### src/rws_pkg.sv
// Shared types, token codes, automaton state codes and reserved word tables of the word scanner.
package rws_pkg;

    localparam int CH_W     = 8;
    localparam int TOKEN_W  = 4;
    localparam int STATE_W  = 4;
    localparam int COUNT_W  = 4;
    localparam int NUM_RW   = 19;
    localparam int RW_CHARS = 12;

    typedef logic [CH_W-1:0]     ch_t;
    typedef logic [TOKEN_W-1:0]  token_t;
    typedef logic [STATE_W-1:0]  dfa_t;
    typedef logic [COUNT_W-1:0]  count_t;
    typedef logic [NUM_RW-1:0]   hits_t;
    typedef logic [RW_CHARS*8-1:0] rw_text_t;

    localparam token_t TOK_WORD1  = 4'd0;
    localparam token_t TOK_WORD2  = 4'd1;
    localparam token_t TOK_PERIOD = 4'd2;
    localparam token_t TOK_ERROR  = 4'd14;
    localparam token_t TOK_EOFM   = 4'd15;

    localparam dfa_t DFA_Q0   = 4'd0;
    localparam dfa_t DFA_Q1   = 4'd1;
    localparam dfa_t DFA_Q2   = 4'd2;
    localparam dfa_t DFA_Q3   = 4'd3;
    localparam dfa_t DFA_Q4   = 4'd4;
    localparam dfa_t DFA_Q5   = 4'd5;
    localparam dfa_t DFA_Q6   = 4'd6;
    localparam dfa_t DFA_Q7   = 4'd7;
    localparam dfa_t DFA_DEAD = 4'd8;

    localparam count_t COUNT_MAX = 4'd15;
    localparam int     EOFM_INDEX = 18;

    // Each word is right-justified in its vector; the first letter sits highest.
    localparam rw_text_t RW_TEXT [NUM_RW] = '{
        rw_text_t'("masu"), rw_text_t'("masen"), rw_text_t'("mashita"),
        rw_text_t'("masendeshita"), rw_text_t'("desu"), rw_text_t'("deshita"),
        rw_text_t'("o"), rw_text_t'("wa"), rw_text_t'("ni"), rw_text_t'("watashi"),
        rw_text_t'("anata"), rw_text_t'("kare"), rw_text_t'("kanojo"),
        rw_text_t'("sore"), rw_text_t'("mata"), rw_text_t'("soshite"),
        rw_text_t'("shikashi"), rw_text_t'("dakara"), rw_text_t'("eofm")
    };

    localparam count_t RW_LEN [NUM_RW] = '{
        4'd4, 4'd5, 4'd7, 4'd12, 4'd4, 4'd7, 4'd1, 4'd2, 4'd2, 4'd7,
        4'd5, 4'd4, 4'd6, 4'd4, 4'd4, 4'd7, 4'd8, 4'd6, 4'd4
    };

    localparam token_t RW_TYPE [NUM_RW] = '{
        4'd3, 4'd4, 4'd5, 4'd6, 4'd7, 4'd8, 4'd9, 4'd10, 4'd11, 4'd12,
        4'd12, 4'd12, 4'd12, 4'd12, 4'd13, 4'd13, 4'd13, 4'd13, 4'd15
    };

    function automatic logic is_space(input ch_t c);
        return (c == 8'd32) || ((c >= 8'd9) && (c <= 8'd13));
    endfunction

    function automatic logic is_vowel(input ch_t c);
        return (c == "a") || (c == "e") || (c == "i") || (c == "o") || (c == "u") ||
               (c == "I") || (c == "E");
    endfunction

endpackage

### src/rws_char_if.sv
// Input byte channel with valid and ready.
interface rws_char_if;
    import rws_pkg::*;

    logic valid;
    logic ready;
    ch_t  ch;

    modport source (output valid, output ch, input ready);
    modport sink (input valid, input ch, output ready);
endinterface

### src/rws_token_if.sv
// Output token channel with valid and ready.
interface rws_token_if;
    import rws_pkg::*;

    logic   valid;
    logic   ready;
    token_t token_type;

    modport source (output valid, output token_type, input ready);
    modport sink (input valid, input token_type, output ready);
endinterface

### src/rws_dfa_step.sv
// Next-state logic of the romaji syllable automaton for one byte.
module rws_dfa_step (
    input  rws_pkg::dfa_t state,
    input  rws_pkg::ch_t  ch,
    output rws_pkg::dfa_t next_state
);
    import rws_pkg::*;

    logic vowel;
    dfa_t start_next;

    assign vowel = is_vowel(ch);

    always_comb
    begin
        if (vowel)
        begin
            start_next = DFA_Q1;
        end
        else
        begin
            case (ch)
                "d", "j", "w", "y", "z":                start_next = DFA_Q6;
                "b", "g", "h", "k", "m", "n", "p", "r": start_next = DFA_Q5;
                "t":                                    start_next = DFA_Q4;
                "c":                                    start_next = DFA_Q3;
                "s":                                    start_next = DFA_Q7;
                default:                                start_next = DFA_DEAD;
            endcase
        end
    end

    always_comb
    begin
        unique case (state)
            DFA_Q0, DFA_Q2: next_state = start_next;
            DFA_Q1:         next_state = (ch == "n") ? DFA_Q2 : start_next;
            DFA_Q3:         next_state = (ch == "h") ? DFA_Q6 : DFA_DEAD;
            DFA_Q4:         next_state = (ch == "s") ? DFA_Q6 : (vowel ? DFA_Q1 : DFA_DEAD);
            DFA_Q5:         next_state = (ch == "y") ? DFA_Q6 : (vowel ? DFA_Q1 : DFA_DEAD);
            DFA_Q6:         next_state = vowel ? DFA_Q1 : DFA_DEAD;
            DFA_Q7:         next_state = (ch == "h") ? DFA_Q6 : (vowel ? DFA_Q1 : DFA_DEAD);
            default:        next_state = DFA_DEAD;
        endcase
    end
endmodule

### src/romaji_word_token_scanner_unit.sv
// Top level of the romaji word scanner: per-word state, reserved word matching, token register.
// A token is in the output register in the cycle after its closing whitespace byte is accepted.
// Throughput: one byte per cycle; a byte is taken whenever the output register is empty or
// drained in the same cycle.
// Reset clears the word state to the start state with all match bits set and empties
// the output register; no clearing pass is needed.
module romaji_word_token_scanner_unit (
    input logic         clk,
    input logic         rst_n,
    rws_char_if.sink    char_s,
    rws_token_if.source token_s
);
    import rws_pkg::*;

    dfa_t   dfa_state_reg, dfa_state_next;
    count_t char_count_reg, char_count_next;
    hits_t  hits_reg, hits_next;
    logic   upper_vowel_reg, upper_vowel_next;
    logic   first_dot_reg, first_dot_next;
    logic   out_valid_reg, out_valid_next;
    token_t token_reg, token_next;

    logic   in_fire;
    logic   out_fire;
    logic   ch_space;
    dfa_t   dfa_step;
    token_t token_sel;

    assign char_s.ready     = !out_valid_reg || token_s.ready;
    assign in_fire          = char_s.valid && char_s.ready;
    assign out_fire         = out_valid_reg && token_s.ready;
    assign ch_space         = is_space(char_s.ch);
    assign token_s.valid      = out_valid_reg;
    assign token_s.token_type = token_reg;

    rws_dfa_step u_dfa (
        .state      (dfa_state_reg),
        .ch         (char_s.ch),
        .next_state (dfa_step)
    );

    always_comb
    begin
        logic full_hit;
        token_sel = upper_vowel_reg ? TOK_WORD2 : TOK_WORD1;
        for (int i = 0; i < NUM_RW; i++)
        begin
            full_hit = hits_reg[i] && (char_count_reg == RW_LEN[i]);
            if (full_hit)
            begin
                token_sel = RW_TYPE[i];
            end
        end
        if (hits_reg[EOFM_INDEX] && (char_count_reg == RW_LEN[EOFM_INDEX]))
        begin
            token_sel = TOK_EOFM;
        end
        else if (dfa_state_reg > DFA_Q2)
        begin
            token_sel = ((char_count_reg == 4'd1) && first_dot_reg) ? TOK_PERIOD : TOK_ERROR;
        end
    end

    always_comb
    begin
        logic [3:0] pos;
        ch_t        rw_ch;
        pos              = 4'd0;
        rw_ch            = '0;
        dfa_state_next   = dfa_state_reg;
        char_count_next  = char_count_reg;
        hits_next        = hits_reg;
        upper_vowel_next = upper_vowel_reg;
        first_dot_next   = first_dot_reg;
        out_valid_next   = out_fire ? 1'b0 : out_valid_reg;
        token_next       = token_reg;
        if (in_fire)
        begin
            if (!ch_space)
            begin
                for (int i = 0; i < NUM_RW; i++)
                begin
                    pos   = RW_LEN[i] - 4'd1 - char_count_reg;
                    rw_ch = RW_TEXT[i][{pos, 3'b000} +: 8];
                    if (!((char_count_reg < RW_LEN[i]) && (rw_ch == char_s.ch)))
                    begin
                        hits_next[i] = 1'b0;
                    end
                end
                if (char_count_reg == 4'd0)
                begin
                    first_dot_next = (char_s.ch == ".");
                end
                upper_vowel_next = (char_s.ch == "I") || (char_s.ch == "E");
                dfa_state_next   = dfa_step;
                if (char_count_reg != COUNT_MAX)
                begin
                    char_count_next = char_count_reg + 4'd1;
                end
            end
            else if (char_count_reg != 4'd0)
            begin
                out_valid_next   = 1'b1;
                token_next       = token_sel;
                dfa_state_next   = DFA_Q0;
                char_count_next  = 4'd0;
                hits_next        = '1;
                upper_vowel_next = 1'b0;
                first_dot_next   = 1'b0;
            end
        end
    end

    always_ff @(posedge clk or negedge rst_n)
    begin
        if (!rst_n)
        begin
            dfa_state_reg   <= DFA_Q0;
            char_count_reg  <= 4'd0;
            hits_reg        <= '1;
            upper_vowel_reg <= 1'b0;
            first_dot_reg   <= 1'b0;
            out_valid_reg   <= 1'b0;
        end
        else
        begin
            dfa_state_reg   <= dfa_state_next;
            char_count_reg  <= char_count_next;
            hits_reg        <= hits_next;
            upper_vowel_reg <= upper_vowel_next;
            first_dot_reg   <= first_dot_next;
            out_valid_reg   <= out_valid_next;
        end
    end

    always_ff @(posedge clk)
    begin
        token_reg <= token_next;
    end

    // The automaton never leaves its nine defined states.
    assert property (@(posedge clk) disable iff (!rst_n) dfa_state_reg <= DFA_DEAD)
        else $error("automaton state out of range");

    // No reserved word is longer than twelve bytes, so longer words match nothing.
    assert property (@(posedge clk) disable iff (!rst_n)
        (char_count_reg > 4'd12) |-> (hits_reg == '0))
        else $error("match bits set on an overlong word");

    // A closing whitespace byte clears the word state and loads a token.
    assert property (@(posedge clk) disable iff (!rst_n)
        (in_fire && ch_space && (char_count_reg != 4'd0)) |=>
        (out_valid_reg && (char_count_reg == 4'd0) && (hits_reg == '1)))
        else $error("word not closed after whitespace");

    // A new token appears only after an accepted whitespace byte.
    assert property (@(posedge clk) disable iff (!rst_n)
        $rose(out_valid_reg) |-> $past(in_fire && ch_space))
        else $error("token without closing whitespace");
endmodule

### src/flat_wrapper.sv
// flat-port wrapper written by rule: the top's interface ports become plain ports
module romaji_word_token_scanner_unit_flat import rws_pkg::*;
  (clk, rst_n, char_s_valid, char_s_ch, char_s_ready, token_s_valid, token_s_token_type, token_s_ready);
  rws_char_if char_s_i ();
  rws_token_if token_s_i ();
  input logic clk;
  input logic rst_n;
  input wire logic [$bits(char_s_i.valid)-1:0] char_s_valid;
  input wire logic [$bits(char_s_i.ch)-1:0] char_s_ch;
  output wire logic [$bits(char_s_i.ready)-1:0] char_s_ready;
  output wire logic [$bits(token_s_i.valid)-1:0] token_s_valid;
  output wire logic [$bits(token_s_i.token_type)-1:0] token_s_token_type;
  input wire logic [$bits(token_s_i.ready)-1:0] token_s_ready;
  assign char_s_i.valid = char_s_valid;
  assign char_s_i.ch = char_s_ch;
  assign char_s_ready = char_s_i.ready;
  assign token_s_valid = token_s_i.valid;
  assign token_s_token_type = token_s_i.token_type;
  assign token_s_i.ready = token_s_ready;
  romaji_word_token_scanner_unit u_core (.clk(clk), .rst_n(rst_n), .char_s(char_s_i), .token_s(token_s_i));
endmodule
### config.mk
export PLATFORM = sky130hd
export DESIGN_NAME = romaji_word_token_scanner_unit_flat
export DESIGN_NICKNAME = d
export VERILOG_FILES = /design/src/rws_pkg.sv /design/src/rws_char_if.sv /design/src/rws_token_if.sv /design/src/rws_dfa_step.sv /design/src/romaji_word_token_scanner_unit.sv /design/src/flat_wrapper.sv
export SDC_FILE = /design/constraint.sdc
export NUM_CORES = 1
export LEC_CHECK = 0
export ABC_AREA = 0
export BUFFER_PORTS_ARGS = -buffer_cell sky130_fd_sc_hd__clkbuf_2
export CELL_PAD_IN_SITES_DETAIL_PLACEMENT = 0
export CELL_PAD_IN_SITES_GLOBAL_PLACEMENT = 2
export CORE_MARGIN = 5
export CORE_UTILIZATION = 40
export DETAILED_ROUTE_END_ITERATION = 10
export GPL_TIMING_DRIVEN = 0
export MAX_ROUTING_LAYER = met4
export PLACE_DENSITY_LB_ADDON = 0.1
export SYNTH_ARGS = -nofsm -noshare
export SYNTH_HDL_FRONTEND = slang
export SYNTH_HIERARCHICAL = 1
export SYNTH_SLANG_ARGS = --single-unit
### constraint.sdc
create_clock -name clk -period 4.65 [get_ports clk]
set_input_delay 0.465 -clock clk [delete_from_list [all_inputs] [get_ports clk]]
set_output_delay 0.465 -clock clk [all_outputs]
set_load 0.03 [all_outputs]
==> summary.txt <==
Place
  • Final GP Congestion: 0.978
  • Placed Area: 0.00496 mm2
  • DP HPWL: about 14 mm
  • Worst slack at placement: 0.762 ns
  • IO buf count: 17

Synth
  • Post-synth EDFFs: 4
  • Synth Register Bits: 34
  • Synth Area in Adders: between 6 and 7%
  • Async SR Flop Fraction: about 88%
  • Post-Syn Area: 0.00470 mm2
  • Main combinational cell family by area after synthesis: simple AND/OR/NAND/NOR gates
  • Synth cell types: a little under 80
  • Synth Area in XOR/XNOR: roughly 8.6%
  • Mapped Nets: roughly 680
  • Proportion of synthesized area in mux cells: under 10%
  • Post-Syn Area per Cell: 7.36 um2
  • Synth Area in Simple Gates: 30.0%
  • Synth Warn #: 6
  • Post-synthesis sequential area ratio: 19.0%
  • Compound-cell area share of the yosys netlist: ~28%
  • Main flop type after synthesis: dfstp_2
  • Cells after Synth: 639

Hold path
  • Worst min path class: in2async

STA
  • Setup violators final: 0
  • Final worst slack: 0.610 ns
  • Setup TNS: 0 ns
  • Hold Slack: 0.251 ns
  • Worst-Margin Slew: 0.836 ns
  • Crit path time final: 4.04 ns
  • Fin crit share: between 80% and 90%
  • Max Clk Rate: ~250 MHz
  • Max-slew violation count: 0
  • Final hold viol count: 0
  • Worst Skew: just under 0.008 ns
  • Slew HR: 43.9%
  • RSZ-0062 raised after global routing: no

Final layout
  • Fin util: 44.5%
  • Commonest non-fill, non-tap cell in the layout: nand2_1
  • Commonest cells after routing, fill and taps aside: 62 x nand2_1, 46 x nor2_1, 43 x a21oi_1
  • Area Overhead vs Synth: 8.52%
  • Max reg flops: 19
  • Final Instance Area: 0.00510 mm2
  • Nets: 699
  • Share of layout cells above drive strength 1: 9.94%
  • N_diodes: 0

Global route
  • Antenna violations before repair: 0
  • Vias in the first global route: 4,826
  • GRT Overall Usage: 27.1%
  • Total gr overflow: 0
  • Pin count of the biggest net entering global routing: 31
  • First-pass GRT wire length: 29.4 mm

Clocking
  • Root Buffer: clkbuf_16
  • Max Root-Sink Buffers: 2
  • CTS buffer count: 5
  • TritonCTS clock tree: done
  • # resized after CTS: 0
  • Worst skew pair latency: 0.28 ns
  • Postcts setup bufs: 0
  • Cts hold-fix bufs: 0
  • Reg clk slew, reported paths: ~0.050 ns
  • H-tree depth: 2
  • Clock Sinks: 34

Critical path
  • Crit-path cells: ha_1 -> inv_1 -> ha_1 -> clkbuf_1 -> clkbuf_1 -> clkbuf_1 -> o21ai_0 -> a2bb2oi_1 -> nand4_1 -> a21oi_1 -> nand4_1 -> a21oi_1
  • Critical path peak fanout: 10
  • Critical-path top delay cell: dfrtp_1
  • Most frequent CP cell: clkbuf_1
  • CP Launch Type: flop
  • R2r endpoint: u_core/hits_reg[2]
  • Critical path class: reg2reg
  • CP arrival: 4.25 ns
  • Flop2flop setup slack: 0.61 ns
  • Crit end category: flop
  • Worst Path Required: 4.86 ns
  • Crit path largest cell delay: roughly 0.66 ns
  • R2R cell count: 12
  • Worst r2r src: u_core/char_count_reg[1]

Route
  • Vias per inst: between 6 and 7
  • Initial DRT Pass Iterations: 5
  • DRT antenna net count: 0
  • Via Count: between 5,000 and 6,000
  • Drc violations: 0
  • Routed WL per cell: 23.6 um
  • Routed WL: around 19 mm
  • Starting DRT DRC Count: 530

Status
  • Status: completed

Floorplan
  • Die Wd: 118 um
  • # IOs: 18
  • Die area: 0.0140 mm2
  • Initial Util: 41.0%
  • Die Span Y: 118 um
  • Cell Rows: 39
  • Area of the core: approximately 0.011 mm2

Pwr
  • Net Sw Power: ~1.4 mW
  • Flop pwr share: approximately 14%
  • Static Leak: 1.86 nW
  • Int Power: 1.18 mW
  • Clock network power share: 12.2%
  • Sw Ratio: 54.6%
  • Power per standard cell area: 509 mW/mm2
  • Peak supply drop: 0.291 mV
  • Gate power share: 73.3%

Job
  • Max-Cap Viols: 0
logic make-up (layout without fill, tap and decap cells):
logic type / Yosys count / in the layout
buffers and inverters: 75 / 100
XOR/XNOR: 46 / 46
AO/OA/AOI/OAI: 191 / 191
AND/OR/NAND/NOR: 263 / 263
flip-flops: 34 / 34
multiplexers: 6 / 6
adder cells (fa/ha/maj): 24 / 24
worst max path at each step:
stage	start	endpoint	cells past startpoint
3_3_place_gp	u_core/char_count_reg[0]	u_core/token_s.token_type[0]	9
5_1_grt	u_core/char_count_reg[1]	u_core/hits_reg[2]	12
3_5_place_dp	u_core/char_count_reg[0]	u_core/token_s.token_type[0]	9
4_1_cts	u_core/char_count_reg[0]	u_core/token_s.token_type[0]	9
6_report	u_core/char_count_reg[1]	u_core/hits_reg[2]	12
2_1_floorplan	u_core/char_count_reg[1]	u_core/hits_reg[10]	10
metrics by stage:
step / std cells / power, mW
floorplan: 639 / 1.70
global placement: 799 / 2.21
detailed placement: 799 / 2.21
CTS: 807 / 2.54
global route: 807 / 2.77
finish: 807 / 2.60
synthesized netlist by cell type (5+ instances only):
cell type,instances,area (um2)
nand2_1,62,233
nor2_1,46,173
a21oi_1,43,215
o21ai_0,35,175
clkbuf_1,33,124
xnor2_1,33,289
nand3_1,25,125
ha_1,24,300
inv_1,21,78.8
dfstp_2,19,499
a31oi_1,18,113
nor2b_1,18,113
nand4_1,17,106
nand2b_1,16,100
xor2_1,13,114
dfrtp_1,11,275
a211oi_1,10,75.1
buf_1,10,37.5
nand3b_1,10,75.1
nor3_1,10,50.1
o22ai_1,10,62.6
and3_1,9,56.3
nor4_1,9,56.3
or3_1,8,50.1
a221o_1,6,60.1
buf_2,6,30.0
nor3b_1,6,45.0
o21ai_1,6,30.0
a2111oi_0,5,43.8
a211o_1,5,43.8
a22oi_1,5,37.5
mux2i_1,5,50.1
power groups by stage:
stage	Sequential (mW)	Combinational (mW)	Clock, mW
floorplan	0.358	1.34	0
global placement	0.377	1.84	0
detailed placement	0.377	1.84	0
CTS	0.373	1.84	0.320
global route	0.378	2.05	0.334
finish	0.376	1.91	0.316
worst max-delay path: cells and delay by family (launching register included):
| kind | cells | cell delay (ns) |
|---|---|---|
| flip-flops | 1 | 0.66 |
| AND/OR/NAND/NOR | 2 | 0.34 |
| adder cells (fa/ha/maj) | 2 | 0.83 |
| AO/OA/AOI/OAI | 4 | 0.81 |
| buffers and inverters | 4 | 1.31 |
per-layer routing:
layer / share of wire [%] / GRT usage (%)
met4: 2.6 / 6.80
met5: 0 / -
met1: 46 / 38.8
met3: 6.7 / 2.58
met2: 45 / 41.1
final cells by class:
type | instances | area [um2]
Fill cell | 1212 | 6370
Multi-Input combinational cell | 530 | 3480
Sequential cell | 34 | 895
Buffer | 52 | 225
Tap cell | 143 | 179
Clock buffer | 8 | 136
Inverter | 23 | 98.8
Timing Repair Buffer | 17 | 85.1
Note: power is estimated with default switching activity, not from simulation.
